File: src/sv/hrlp_pkg.sv
// hrlp_pkg: shared types and constants for the HSV/RGB LED pulse encoder.
// No dependencies; used by every module of the block.
`default_nettype none

package hrlp_pkg;

    localparam logic [1:0] CFG_ONE_DUTY  = 2'd0;
    localparam logic [1:0] CFG_ZERO_DUTY = 2'd1;
    localparam logic [1:0] CFG_LED_COUNT = 2'd2;

    localparam logic CMD_RGB = 1'b0;
    localparam logic CMD_HSV = 1'b1;

    localparam logic [6:0] PCT_MAX  = 7'd100;
    localparam logic [4:0] LAST_BIT = 5'd23;
    localparam logic [8:0] LED_COUNT_RST = 9'd256;

    // floor(x/360) = (x*HUE_RECIP) >> HUE_SHIFT, exact for x < 2^16
    localparam logic [32:0] HUE_RECIP = 33'd93207;
    localparam int          HUE_SHIFT = 25;
    // floor(x/100) for x <= 25500
    localparam logic [31:0] PCT_RECIP = 32'd41944;
    localparam int          PCT_SHIFT = 22;
    // floor(x/60) for x < 360
    localparam logic [19:0] SEC_RECIP = 20'd1093;
    localparam int          SEC_SHIFT = 16;
    // floor(x/60) for x <= 15045
    localparam logic [31:0] ADJ_RECIP = 32'd17477;
    localparam int          ADJ_SHIFT = 20;

    localparam int FRONT_STAGES = 8;
    localparam int QUEUE_DEPTH  = 4;

    typedef struct packed {
        logic [7:0]  idx;
        logic        cmd;
        logic [23:0] grb;
    } t_tag;

    typedef struct packed {
        logic [7:0]  idx;
        logic [23:0] grb;
    } t_entry;

    typedef struct packed {
        logic full;
        logic empty;
    } t_qstat;

endpackage

`default_nettype wire

File: src/sv/hsv_rgb_led_pulse_encoder.sv
// hsv_rgb_led_pulse_encoder: top level; configuration registers, front
// converter, color queue and duty-word serializer. Depends on hrlp_pkg.
//
//  channel  | ports                                            | transaction
//  ---------+--------------------------------------------------+---------------------
//  command  | i_start, o_busy, i_cmd .. i_brightness          | start && !busy
//  result   | o_strobe, o_out_led, o_bit_position, o_duty, o_last | o_strobe
//  config   | i_cfg_we, i_cfg_index, i_cfg_data                | i_cfg_we
//
// Each in-range LED gives 24 words, one per cycle, set by the serializer.
// The front pipeline feeds a 4-entry queue that lets commands arrive while
// words go out, so the serializer can send the words of queued LEDs back to back.
// An out-of-range LED index is accepted but yields nothing.
// Reset is synchronous, active low; o_busy rises when the queue is full
// and a converted color waits at the last front stage.
`default_nettype none

module hsv_rgb_led_pulse_encoder #(
    parameter int MAX_LEDS = 256
) (
    input  wire logic        i_clk,
    input  wire logic        i_rst_n,
    input  wire logic        i_start,
    output logic             o_busy,
    input  wire logic        i_cmd,
    input  wire logic [7:0]  i_led_index,
    input  wire logic [7:0]  i_red,
    input  wire logic [7:0]  i_green,
    input  wire logic [7:0]  i_blue,
    input  wire logic [15:0] i_hue,
    input  wire logic [6:0]  i_saturation,
    input  wire logic [6:0]  i_brightness,
    input  wire logic        i_cfg_we,
    input  wire logic [1:0]  i_cfg_index,
    input  wire logic [15:0] i_cfg_data,
    output logic             o_strobe,
    output logic [7:0]       o_out_led,
    output logic [4:0]       o_bit_position,
    output logic [15:0]      o_duty,
    output logic             o_last
);

    logic [15:0] r_one_duty;
    logic [15:0] r_zero_duty;
    logic [8:0]  r_led_count;

    hrlp_pkg::t_qstat qstat;
    hrlp_pkg::t_entry push_ent;
    hrlp_pkg::t_entry head_ent;
    logic             push;
    logic             pop;

    always_ff @(posedge i_clk) begin
        if (!i_rst_n) begin
            r_one_duty  <= '0;
            r_zero_duty <= '0;
            r_led_count <= hrlp_pkg::LED_COUNT_RST;
        end else if (i_cfg_we) begin
            unique case (i_cfg_index)
                hrlp_pkg::CFG_ONE_DUTY:  r_one_duty  <= i_cfg_data;
                hrlp_pkg::CFG_ZERO_DUTY: r_zero_duty <= i_cfg_data;
                hrlp_pkg::CFG_LED_COUNT: r_led_count <= i_cfg_data[8:0];
                default: ;
            endcase
        end
    end

    hrlp_front #(
        .MAX_LEDS(MAX_LEDS)
    ) u_front (
        .i_clk        (i_clk),
        .i_rst_n      (i_rst_n),
        .i_start      (i_start),
        .o_busy       (o_busy),
        .i_cmd        (i_cmd),
        .i_led_index  (i_led_index),
        .i_red        (i_red),
        .i_green      (i_green),
        .i_blue       (i_blue),
        .i_hue        (i_hue),
        .i_saturation (i_saturation),
        .i_brightness (i_brightness),
        .i_led_count  (r_led_count),
        .i_qstat      (qstat),
        .o_push       (push),
        .o_entry      (push_ent)
    );

    hrlp_queue u_queue (
        .i_clk   (i_clk),
        .i_rst_n (i_rst_n),
        .i_push  (push),
        .i_entry (push_ent),
        .i_pop   (pop),
        .o_entry (head_ent),
        .o_stat  (qstat)
    );

    hrlp_back u_back (
        .i_clk          (i_clk),
        .i_rst_n        (i_rst_n),
        .i_qstat        (qstat),
        .i_entry        (head_ent),
        .o_pop          (pop),
        .i_one_duty     (r_one_duty),
        .i_zero_duty    (r_zero_duty),
        .o_strobe       (o_strobe),
        .o_out_led      (o_out_led),
        .o_bit_position (o_bit_position),
        .o_duty         (o_duty),
        .o_last         (o_last)
    );

endmodule

`default_nettype wire

File: src/sv/hrlp_front.sv
// hrlp_front: accepts commands, drops out-of-range LEDs, converts HSV to RGB
// in an 8-stage pipeline. Depends on hrlp_pkg.
`default_nettype none

module hrlp_front #(
    parameter int MAX_LEDS = 256
) (
    input  wire logic                   i_clk,
    input  wire logic                   i_rst_n,
    input  wire logic                   i_start,
    output logic                        o_busy,
    input  wire logic                   i_cmd,
    input  wire logic [7:0]             i_led_index,
    input  wire logic [7:0]             i_red,
    input  wire logic [7:0]             i_green,
    input  wire logic [7:0]             i_blue,
    input  wire logic [15:0]            i_hue,
    input  wire logic [6:0]             i_saturation,
    input  wire logic [6:0]             i_brightness,
    input  wire logic [8:0]             i_led_count,
    input  wire hrlp_pkg::t_qstat       i_qstat,
    output logic                        o_push,
    output hrlp_pkg::t_entry            o_entry
);

    localparam int NS = hrlp_pkg::FRONT_STAGES;

    logic [NS-1:0] r_vld;
    logic          adv;
    logic          take;
    logic          in_range;

    hrlp_pkg::t_tag r_a_tag, r_b_tag, r_c_tag, r_d_tag, r_e_tag, r_f_tag, r_g_tag;
    logic [15:0] r_a_h, r_b_h;
    logic [6:0]  r_a_s, r_b_s, r_c_s;
    logic [6:0]  r_a_v;
    logic [14:0] r_b_vx;
    logic [7:0]  r_b_q;
    logic [7:0]  r_c_mx, r_d_mx, r_e_mx, r_f_mx, r_g_mx;
    logic [8:0]  r_c_hi, r_d_hi;
    logic [14:0] r_d_p;
    logic [2:0]  r_d_sec, r_e_sec, r_f_sec, r_g_sec;
    logic [7:0]  r_e_mn, r_f_mn, r_g_mn;
    logic [5:0]  r_e_off;
    logic [13:0] r_f_prod;
    logic [7:0]  r_g_adj;
    hrlp_pkg::t_entry r_h_ent;

    logic [32:0] hue_prod;
    logic [31:0] mx_prod;
    logic [15:0] hi_full;
    logic [19:0] sec_prod;
    logic [31:0] mn_prod;
    logic [8:0]  off_full;
    logic [31:0] adj_prod;
    logic [7:0]  ch_r, ch_g, ch_b;
    logic [7:0]  mx_adj, mn_adj;

    assign adv      = !(r_vld[NS-1] && i_qstat.full);
    assign o_busy   = !adv;
    assign in_range = ({1'b0, i_led_index} < i_led_count)
                      && (32'(i_led_index) < MAX_LEDS);
    assign take     = i_start && adv && in_range;
    assign o_push   = r_vld[NS-1] && !i_qstat.full;
    assign o_entry  = r_h_ent;

    assign hue_prod = 33'(r_a_h) * hrlp_pkg::HUE_RECIP;
    assign mx_prod  = 32'(r_b_vx) * hrlp_pkg::PCT_RECIP;
    assign hi_full  = r_b_h - 16'(r_b_q) * 16'd360;
    assign sec_prod = 20'(r_c_hi) * hrlp_pkg::SEC_RECIP;
    assign mn_prod  = 32'(r_d_p) * hrlp_pkg::PCT_RECIP;
    assign off_full = r_d_hi - 9'(r_d_sec) * 9'd60;
    assign adj_prod = 32'(r_f_prod) * hrlp_pkg::ADJ_RECIP;
    assign mx_adj   = r_g_mx - r_g_adj;
    assign mn_adj   = r_g_mn + r_g_adj;

    always_comb begin
        unique case (r_g_sec)
            3'd0: begin ch_r = r_g_mx; ch_g = mn_adj; ch_b = r_g_mn; end
            3'd1: begin ch_r = mx_adj; ch_g = r_g_mx; ch_b = r_g_mn; end
            3'd2: begin ch_r = r_g_mn; ch_g = r_g_mx; ch_b = mn_adj; end
            3'd3: begin ch_r = r_g_mn; ch_g = mx_adj; ch_b = r_g_mx; end
            3'd4: begin ch_r = mn_adj; ch_g = r_g_mn; ch_b = r_g_mx; end
            default: begin ch_r = r_g_mx; ch_g = r_g_mn; ch_b = mx_adj; end
        endcase
    end

    always_ff @(posedge i_clk) begin
        if (!i_rst_n) begin
            r_vld <= '0;
        end else if (adv) begin
            r_vld <= {r_vld[NS-2:0], take};
        end
    end

    always_ff @(posedge i_clk) begin
        if (adv) begin
            r_a_tag <= '{idx: i_led_index, cmd: i_cmd, grb: {i_green, i_red, i_blue}};
            r_a_h   <= i_hue;
            r_a_s   <= (i_saturation > hrlp_pkg::PCT_MAX) ? hrlp_pkg::PCT_MAX : i_saturation;
            r_a_v   <= (i_brightness > hrlp_pkg::PCT_MAX) ? hrlp_pkg::PCT_MAX : i_brightness;

            r_b_tag <= r_a_tag;
            r_b_h   <= r_a_h;
            r_b_s   <= r_a_s;
            r_b_vx  <= 15'(r_a_v) * 15'd255;
            r_b_q   <= 8'(hue_prod >> hrlp_pkg::HUE_SHIFT);

            r_c_tag <= r_b_tag;
            r_c_s   <= r_b_s;
            r_c_mx  <= 8'(mx_prod >> hrlp_pkg::PCT_SHIFT);
            r_c_hi  <= hi_full[8:0];

            r_d_tag <= r_c_tag;
            r_d_mx  <= r_c_mx;
            r_d_hi  <= r_c_hi;
            r_d_p   <= 15'(r_c_mx) * 15'(hrlp_pkg::PCT_MAX - r_c_s);
            r_d_sec <= 3'(sec_prod >> hrlp_pkg::SEC_SHIFT);

            r_e_tag <= r_d_tag;
            r_e_mx  <= r_d_mx;
            r_e_sec <= r_d_sec;
            r_e_mn  <= 8'(mn_prod >> hrlp_pkg::PCT_SHIFT);
            r_e_off <= off_full[5:0];

            r_f_tag  <= r_e_tag;
            r_f_mx   <= r_e_mx;
            r_f_mn   <= r_e_mn;
            r_f_sec  <= r_e_sec;
            r_f_prod <= 14'(r_e_mx - r_e_mn) * 14'(r_e_off);

            r_g_tag <= r_f_tag;
            r_g_mx  <= r_f_mx;
            r_g_mn  <= r_f_mn;
            r_g_sec <= r_f_sec;
            r_g_adj <= 8'(adj_prod >> hrlp_pkg::ADJ_SHIFT);

            r_h_ent.idx <= r_g_tag.idx;
            r_h_ent.grb <= (r_g_tag.cmd == hrlp_pkg::CMD_HSV) ? {ch_g, ch_r, ch_b}
                                                              : r_g_tag.grb;
        end
    end

endmodule

`default_nettype wire

File: src/sv/hrlp_queue.sv
// hrlp_queue: small FIFO of converted colors between front and back.
// Depends on hrlp_pkg.
`default_nettype none

module hrlp_queue (
    input  wire logic             i_clk,
    input  wire logic             i_rst_n,
    input  wire logic             i_push,
    input  wire hrlp_pkg::t_entry i_entry,
    input  wire logic             i_pop,
    output hrlp_pkg::t_entry      o_entry,
    output hrlp_pkg::t_qstat      o_stat
);

    localparam int D  = hrlp_pkg::QUEUE_DEPTH;
    localparam int AW = $clog2(D);
    localparam int CW = $clog2(D + 1);

    hrlp_pkg::t_entry r_mem [D];
    logic [AW-1:0] r_wp, r_rp;
    logic [CW-1:0] r_cnt;

    assign o_stat.full  = (r_cnt == CW'(D));
    assign o_stat.empty = (r_cnt == '0);
    assign o_entry      = r_mem[r_rp];

    always_ff @(posedge i_clk) begin
        if (!i_rst_n) begin
            r_wp  <= '0;
            r_rp  <= '0;
            r_cnt <= '0;
        end else begin
            if (i_push) r_wp <= (r_wp == AW'(D - 1)) ? '0 : r_wp + AW'(1);
            if (i_pop)  r_rp <= (r_rp == AW'(D - 1)) ? '0 : r_rp + AW'(1);
            if (i_push && !i_pop) r_cnt <= r_cnt + CW'(1);
            else if (i_pop && !i_push) r_cnt <= r_cnt - CW'(1);
        end
    end

    always_ff @(posedge i_clk) begin
        if (i_push) r_mem[r_wp] <= i_entry;
    end

    a_no_overflow: assert property (@(posedge i_clk) disable iff (!i_rst_n)
        i_push |-> !o_stat.full) else $error("push into full queue");
    a_no_underflow: assert property (@(posedge i_clk) disable iff (!i_rst_n)
        i_pop |-> !o_stat.empty) else $error("pop from empty queue");
    a_count: assert property (@(posedge i_clk) disable iff (!i_rst_n)
        (i_push && !i_pop) |=> (r_cnt == $past(r_cnt) + CW'(1)))
        else $error("queue count did not advance");

endmodule

`default_nettype wire

File: src/sv/hrlp_back.sv
// hrlp_back: serializes one queued color into 24 duty words, MSB first.
// Depends on hrlp_pkg.
`default_nettype none

module hrlp_back (
    input  wire logic             i_clk,
    input  wire logic             i_rst_n,
    input  wire hrlp_pkg::t_qstat i_qstat,
    input  wire hrlp_pkg::t_entry i_entry,
    output logic                  o_pop,
    input  wire logic [15:0]      i_one_duty,
    input  wire logic [15:0]      i_zero_duty,
    output logic                  o_strobe,
    output logic [7:0]            o_out_led,
    output logic [4:0]            o_bit_position,
    output logic [15:0]           o_duty,
    output logic                  o_last
);

    logic        r_act;
    logic [4:0]  r_bit;
    logic [7:0]  r_idx;
    logic [23:0] r_sh;
    logic        at_last;

    assign at_last = (r_bit == hrlp_pkg::LAST_BIT);
    assign o_pop   = !i_qstat.empty && (!r_act || at_last);

    assign o_strobe       = r_act;
    assign o_out_led      = r_idx;
    assign o_bit_position = r_bit;
    assign o_duty         = r_sh[23] ? i_one_duty : i_zero_duty;
    assign o_last         = r_act && at_last;

    always_ff @(posedge i_clk) begin
        if (!i_rst_n) begin
            r_act <= 1'b0;
            r_bit <= '0;
        end else if (o_pop) begin
            r_act <= 1'b1;
            r_bit <= '0;
        end else if (r_act) begin
            if (at_last) r_act <= 1'b0;
            else         r_bit <= r_bit + 5'd1;
        end
    end

    always_ff @(posedge i_clk) begin
        if (o_pop) begin
            r_idx <= i_entry.idx;
            r_sh  <= i_entry.grb;
        end else if (r_act) begin
            r_sh  <= {r_sh[22:0], 1'b0};
        end
    end

    a_step: assert property (@(posedge i_clk) disable iff (!i_rst_n)
        (r_act && !at_last) |=> (r_act && r_bit == $past(r_bit) + 5'd1))
        else $error("bit counter skipped");
    a_range: assert property (@(posedge i_clk) disable iff (!i_rst_n)
        r_act |-> (r_bit <= hrlp_pkg::LAST_BIT)) else $error("bit position out of range");
    a_start: assert property (@(posedge i_clk) disable iff (!i_rst_n)
        (!i_qstat.empty && !r_act) |=> (r_act && r_bit == 5'd0))
        else $error("queued color not started");

endmodule

`default_nettype wire

File: config.mk
export PLATFORM = sky130hd
export DESIGN_NAME = hsv_rgb_led_pulse_encoder
export DESIGN_NICKNAME = d
export VERILOG_FILES = /design/src/sv/hrlp_pkg.sv /design/src/sv/hsv_rgb_led_pulse_encoder.sv /design/src/sv/hrlp_front.sv /design/src/sv/hrlp_queue.sv /design/src/sv/hrlp_back.sv
export SDC_FILE = /design/constraint.sdc
export NUM_CORES = 2
export LEC_CHECK = 0
export BUFFER_PORTS_ARGS = -buffer_cell sky130_fd_sc_hd__buf_2
export CAP_MARGIN = 20
export CELL_PAD_IN_SITES_DETAIL_PLACEMENT = 2
export CELL_PAD_IN_SITES_GLOBAL_PLACEMENT = 2
export CORE_ASPECT_RATIO = 1.5
export CORE_UTILIZATION = 36
export DETAILED_ROUTE_END_ITERATION = 6
export GPL_TIMING_DRIVEN = 0
export PLACE_DENSITY_LB_ADDON = 0.1
export SLEW_MARGIN = 20
export SYNTH_ARGS = -nofsm -noshare
export SYNTH_HDL_FRONTEND = slang
export SYNTH_HIERARCHICAL = 1
export SYNTH_SLANG_ARGS = --single-unit
File: constraint.sdc
create_clock -name i_clk -period 39.6 [get_ports i_clk]
set_input_delay 7.92 -clock i_clk [delete_from_list [all_inputs] [get_ports i_clk]]
set_output_delay 7.92 -clock i_clk [all_outputs]
set_load 0.02 [all_outputs]
==> impl_metrics.csv <==
group,metric,value,unit
synth,synth_edf_count,631,
clocking,cts.sinks,695,
clocking,cts_setup_buffers,0,
place,gp_congestion,0.8471,
hold_path,holdPathStages,0,
finish,final_cell_mix,"inv_1, edfxtp_1, ha_1",
synth,synth_cells,3380,
floorplanning,die_h,433.4,um
synth,synth-simple-area-share,5.054,%
place,io_buffers,116,
floorplanning,rows,157,
synth,synthXorXnorAreaFrac,2.462,%
finish,final_nets,4607,
finish,syn2layout_area_growth,12.69,%
setup_path,cpLargestDelayFamily,"simple AND/OR/NAND/NOR gates",
place,pre_cts_ws,29570,ps
detailed_routing,routed_wl,107300,um
setup_path,r2r_start,"u_front/r_a_h[13]",
synth,synth_seq_area_share,45.29,%
setup_path,cp_num_cells,5,
synth,async_reset_ff_share,0,%
setup_path,critPathRequiredTime,31680,ps
timing,fin_setup_tns,0,ps
clocking,cts_tree,"done",
synth,yosys_most_used_dff,"edfxtp_1",
grt,use_met1,18.96,%
detailed_routing,drt_iter0_drc,778,
place,dp_hpwl,86580,um
synth,syn_nets,4398,
clocking,cts_buffers,78,
clocking,h-tree-depth,3,
timing,max_freq,93.15,MHz
timing,finalMaxSlewViolations,0,
grt,grt_pass1_vias,30735,
detailed_routing,vias_per_cell,4.849,
setup_path,worstSetupPathType,"reg -> out",
finish,instances_no_fill,5242,
setup_path,cp_slowest_stage_delay,490,ps
clocking,clockRootBuffer,"clkbuf_16",
synth,synthAdderAreaFrac,31.88,%
setup_path,path_cells,"nor3b_1 > nand2_4 > buf_16 > clkinv_1 > buf_2",
timing,tightest_slew,916.8,ps
floorplanning,ios,117,
grt,grtUsageTotal,17.76,%
clocking,cts-hold-fix-buffers,0,
synth,synth_largest_area_cell,"edfxtp_1",
timing,maxSlewHeadroom,38.44,%
floorplanning,die_w,289.6,um
detailed_routing,drc,0,
synth,synth_top_area_share,42.42,%
grt,grt_overflow,0,
grt,gr-max-usage-layer,"met2",
timing,skew,36.06,ps
setup_path,critPathBufInv,3,
outcome,status,"completed",
timing,setup_ws,28860,ps
finish,drive_gt1_share,10.35,%
setup_path,worst-path-max-fanout,54,
timing,period_needed,10740,ps
finish,stdcell_area,0.05033,sq mm
detailed_routing,vias,25421,
grt,grt_use_met2,35.41,%
synth,syn-cell-area,0.04467,sq mm
clocking,cts_resized,0,
setup_path,endpoint,"o_busy",
place,dp_cells,5099,
synth,yosysUniqueCellTypes,83,
hold_path,hold_path_class,"reg -> reg",
setup_path,worst_setup_path_start_kind,"register",
grt,use_met3,2.287,%
synth,synth_compound_area_share,4.706,%
clocking,path_clk_slew,60,ps
floorplanning,dieArea,0.1255,sq mm
synth,synthTopCellsByArea,"edfxtp_1, ha_1, fa_1, inv_1, dfxtp_1",
detailed_routing,first_pass_iters,4,
clocking,clock_path_buffers,3,
synth,synth_mux_area_share,4.143,%
setup_path,reg2reg_to,"u_front/r_b_q[5]",
setup_path,cp-startpoint,"u_queue/r_cnt[0]",
setup_path,critPathArrivalTime,2820,ps
timing,period_share,27.11,%
timing,hold_viol_final,0,
timing,finalSetupViolCount,0,
synth,avgSynthCellArea,13.21,sq um
synth,yosys_warnings,6,
detailed_routing,routedWlPerCell,20.47,um
floorplanning,core_area,0.1226,sq mm
floorplanning,initial_core_util,36.44,%
synth,synth_top_family_by_area,"adder cells",
clocking,clk_latency,680,ps
grt,grt_max_degree,59,
setup_path,r2r_slack,33300,ps
setup_path,cp_slowest_cell,"nor3b_1",
setup_path,end_kind,"output pin",
grt,grt_antenna_before_repair,2,
finish,layout_commonest_cell,"inv_1",
setup_path,r2r_cells,19,
timing,rsz0062_at_grt,"no",
place,dpl_cell_area,0.04758,sq mm
grt,grt_pass1_wl,170500,um
synth,synth_seq_cells,695,
detailed_routing,ant_nets,0,
run,maxCapViolations,0,
## worst min path at each step
stage	start	to	slack, ps
6_report	u_front/r_f_tag[12]	u_front/r_g_tag[12]	400
5_1_grt	u_front/r_f_mn[5]	u_front/r_g_mn[5]	420
4_1_cts	u_front/r_f_tag[12]	u_front/r_g_tag[12]	400
3_5_place_dp	u_front/r_d_tag[29]	u_front/r_e_tag[29]	410
3_3_place_gp	u_front/r_b_tag[32]	u_front/r_c_tag[32]	400
2_1_floorplan	u_front/r_g_tag[25]	u_front/o_entry[24]	400
## metrics by stage
stage / hold WS (ps) / util, %
6_report: 396.9 / 41.06
5_1_grt: 415.8 / 41.06
4_1_cts: 399.6 / 41.06
3_5_place_dp: 405.6 / 38.81
3_3_place_gp: 400.2 / 38.54
2_1_floorplan: 400.3 / -
## routing by layer
metal | vias up | routed length [um] | share of wire [%]
li1 | 11904 | - | -
met1 | 13085 | 40470 | 38
met2 | 285 | 61480 | 57
met3 | 147 | 2512 | 2.3
met4 | 0 | 2855 | 2.7
met5 | - | 0 | 0
## synthesized netlist by cell type, drive strengths merged (20+ instances only)
cell type and number:
o21ai 45, nor2b 35, nand3 22, mux2 46, edfxtp 631, nand2 155, ha 591, o21a 20
nor3 22, mux2i 54, dfxtp 64, nor2 86, clkbuf 28, a21o 35, mux4 32, a21oi 82
inv 676, and2 82, fa 342, xnor2 98, xor2 25, buf 24
## sequential cells by signal, summed over array words and instances (netlist names), 9 cells and up, named ones only
name              flops
u_front/r_a_tag      33
u_front/r_b_tag      33
u_front/r_f_tag      33
u_front/r_a_h        16
u_front/o_entry      32
u_front/r_e_tag      33
u_front/r_d_tag      33
r_one_duty           16
u_back/r_sh          24
u_front/r_b_vx       15
u_queue/r_mem       128
r_zero_duty          16
u_front/r_d_p        15
u_front/r_b_h         9
u_front/r_c_hi        9
u_front/r_f_prod     14
r_led_count           9
u_front/r_g_tag      33
u_front/r_c_tag      33
## logic make-up after synthesis
kind of cell    count (synthesis)
compound gates                310
flops                         695
buf+inv                       730
xor+xnor                      124
simple gates                  456
mux                           132
fa+ha+maj                     933
## final cells by class
| class | count | area, sq um |
|---|---|---|
| clock inverters | 59 | 783.3 |
| clock buffers | 83 | 1971 |
| multi-input cells | 1955 | 21570 |
| flip-flops and latches | 695 | 20230 |
| plain buffers | 52 | 340.3 |
| fillers | 12335 | 72240 |
| repair buffers | 129 | 908.4 |
| diodes | 1 | 2.502 |
| well taps | 1590 | 1989 |
| inverters | 678 | 2545 |
Power is not shown: default switching activity piles up to over one toggle a cycle in this logic, so the estimate is an artifact.
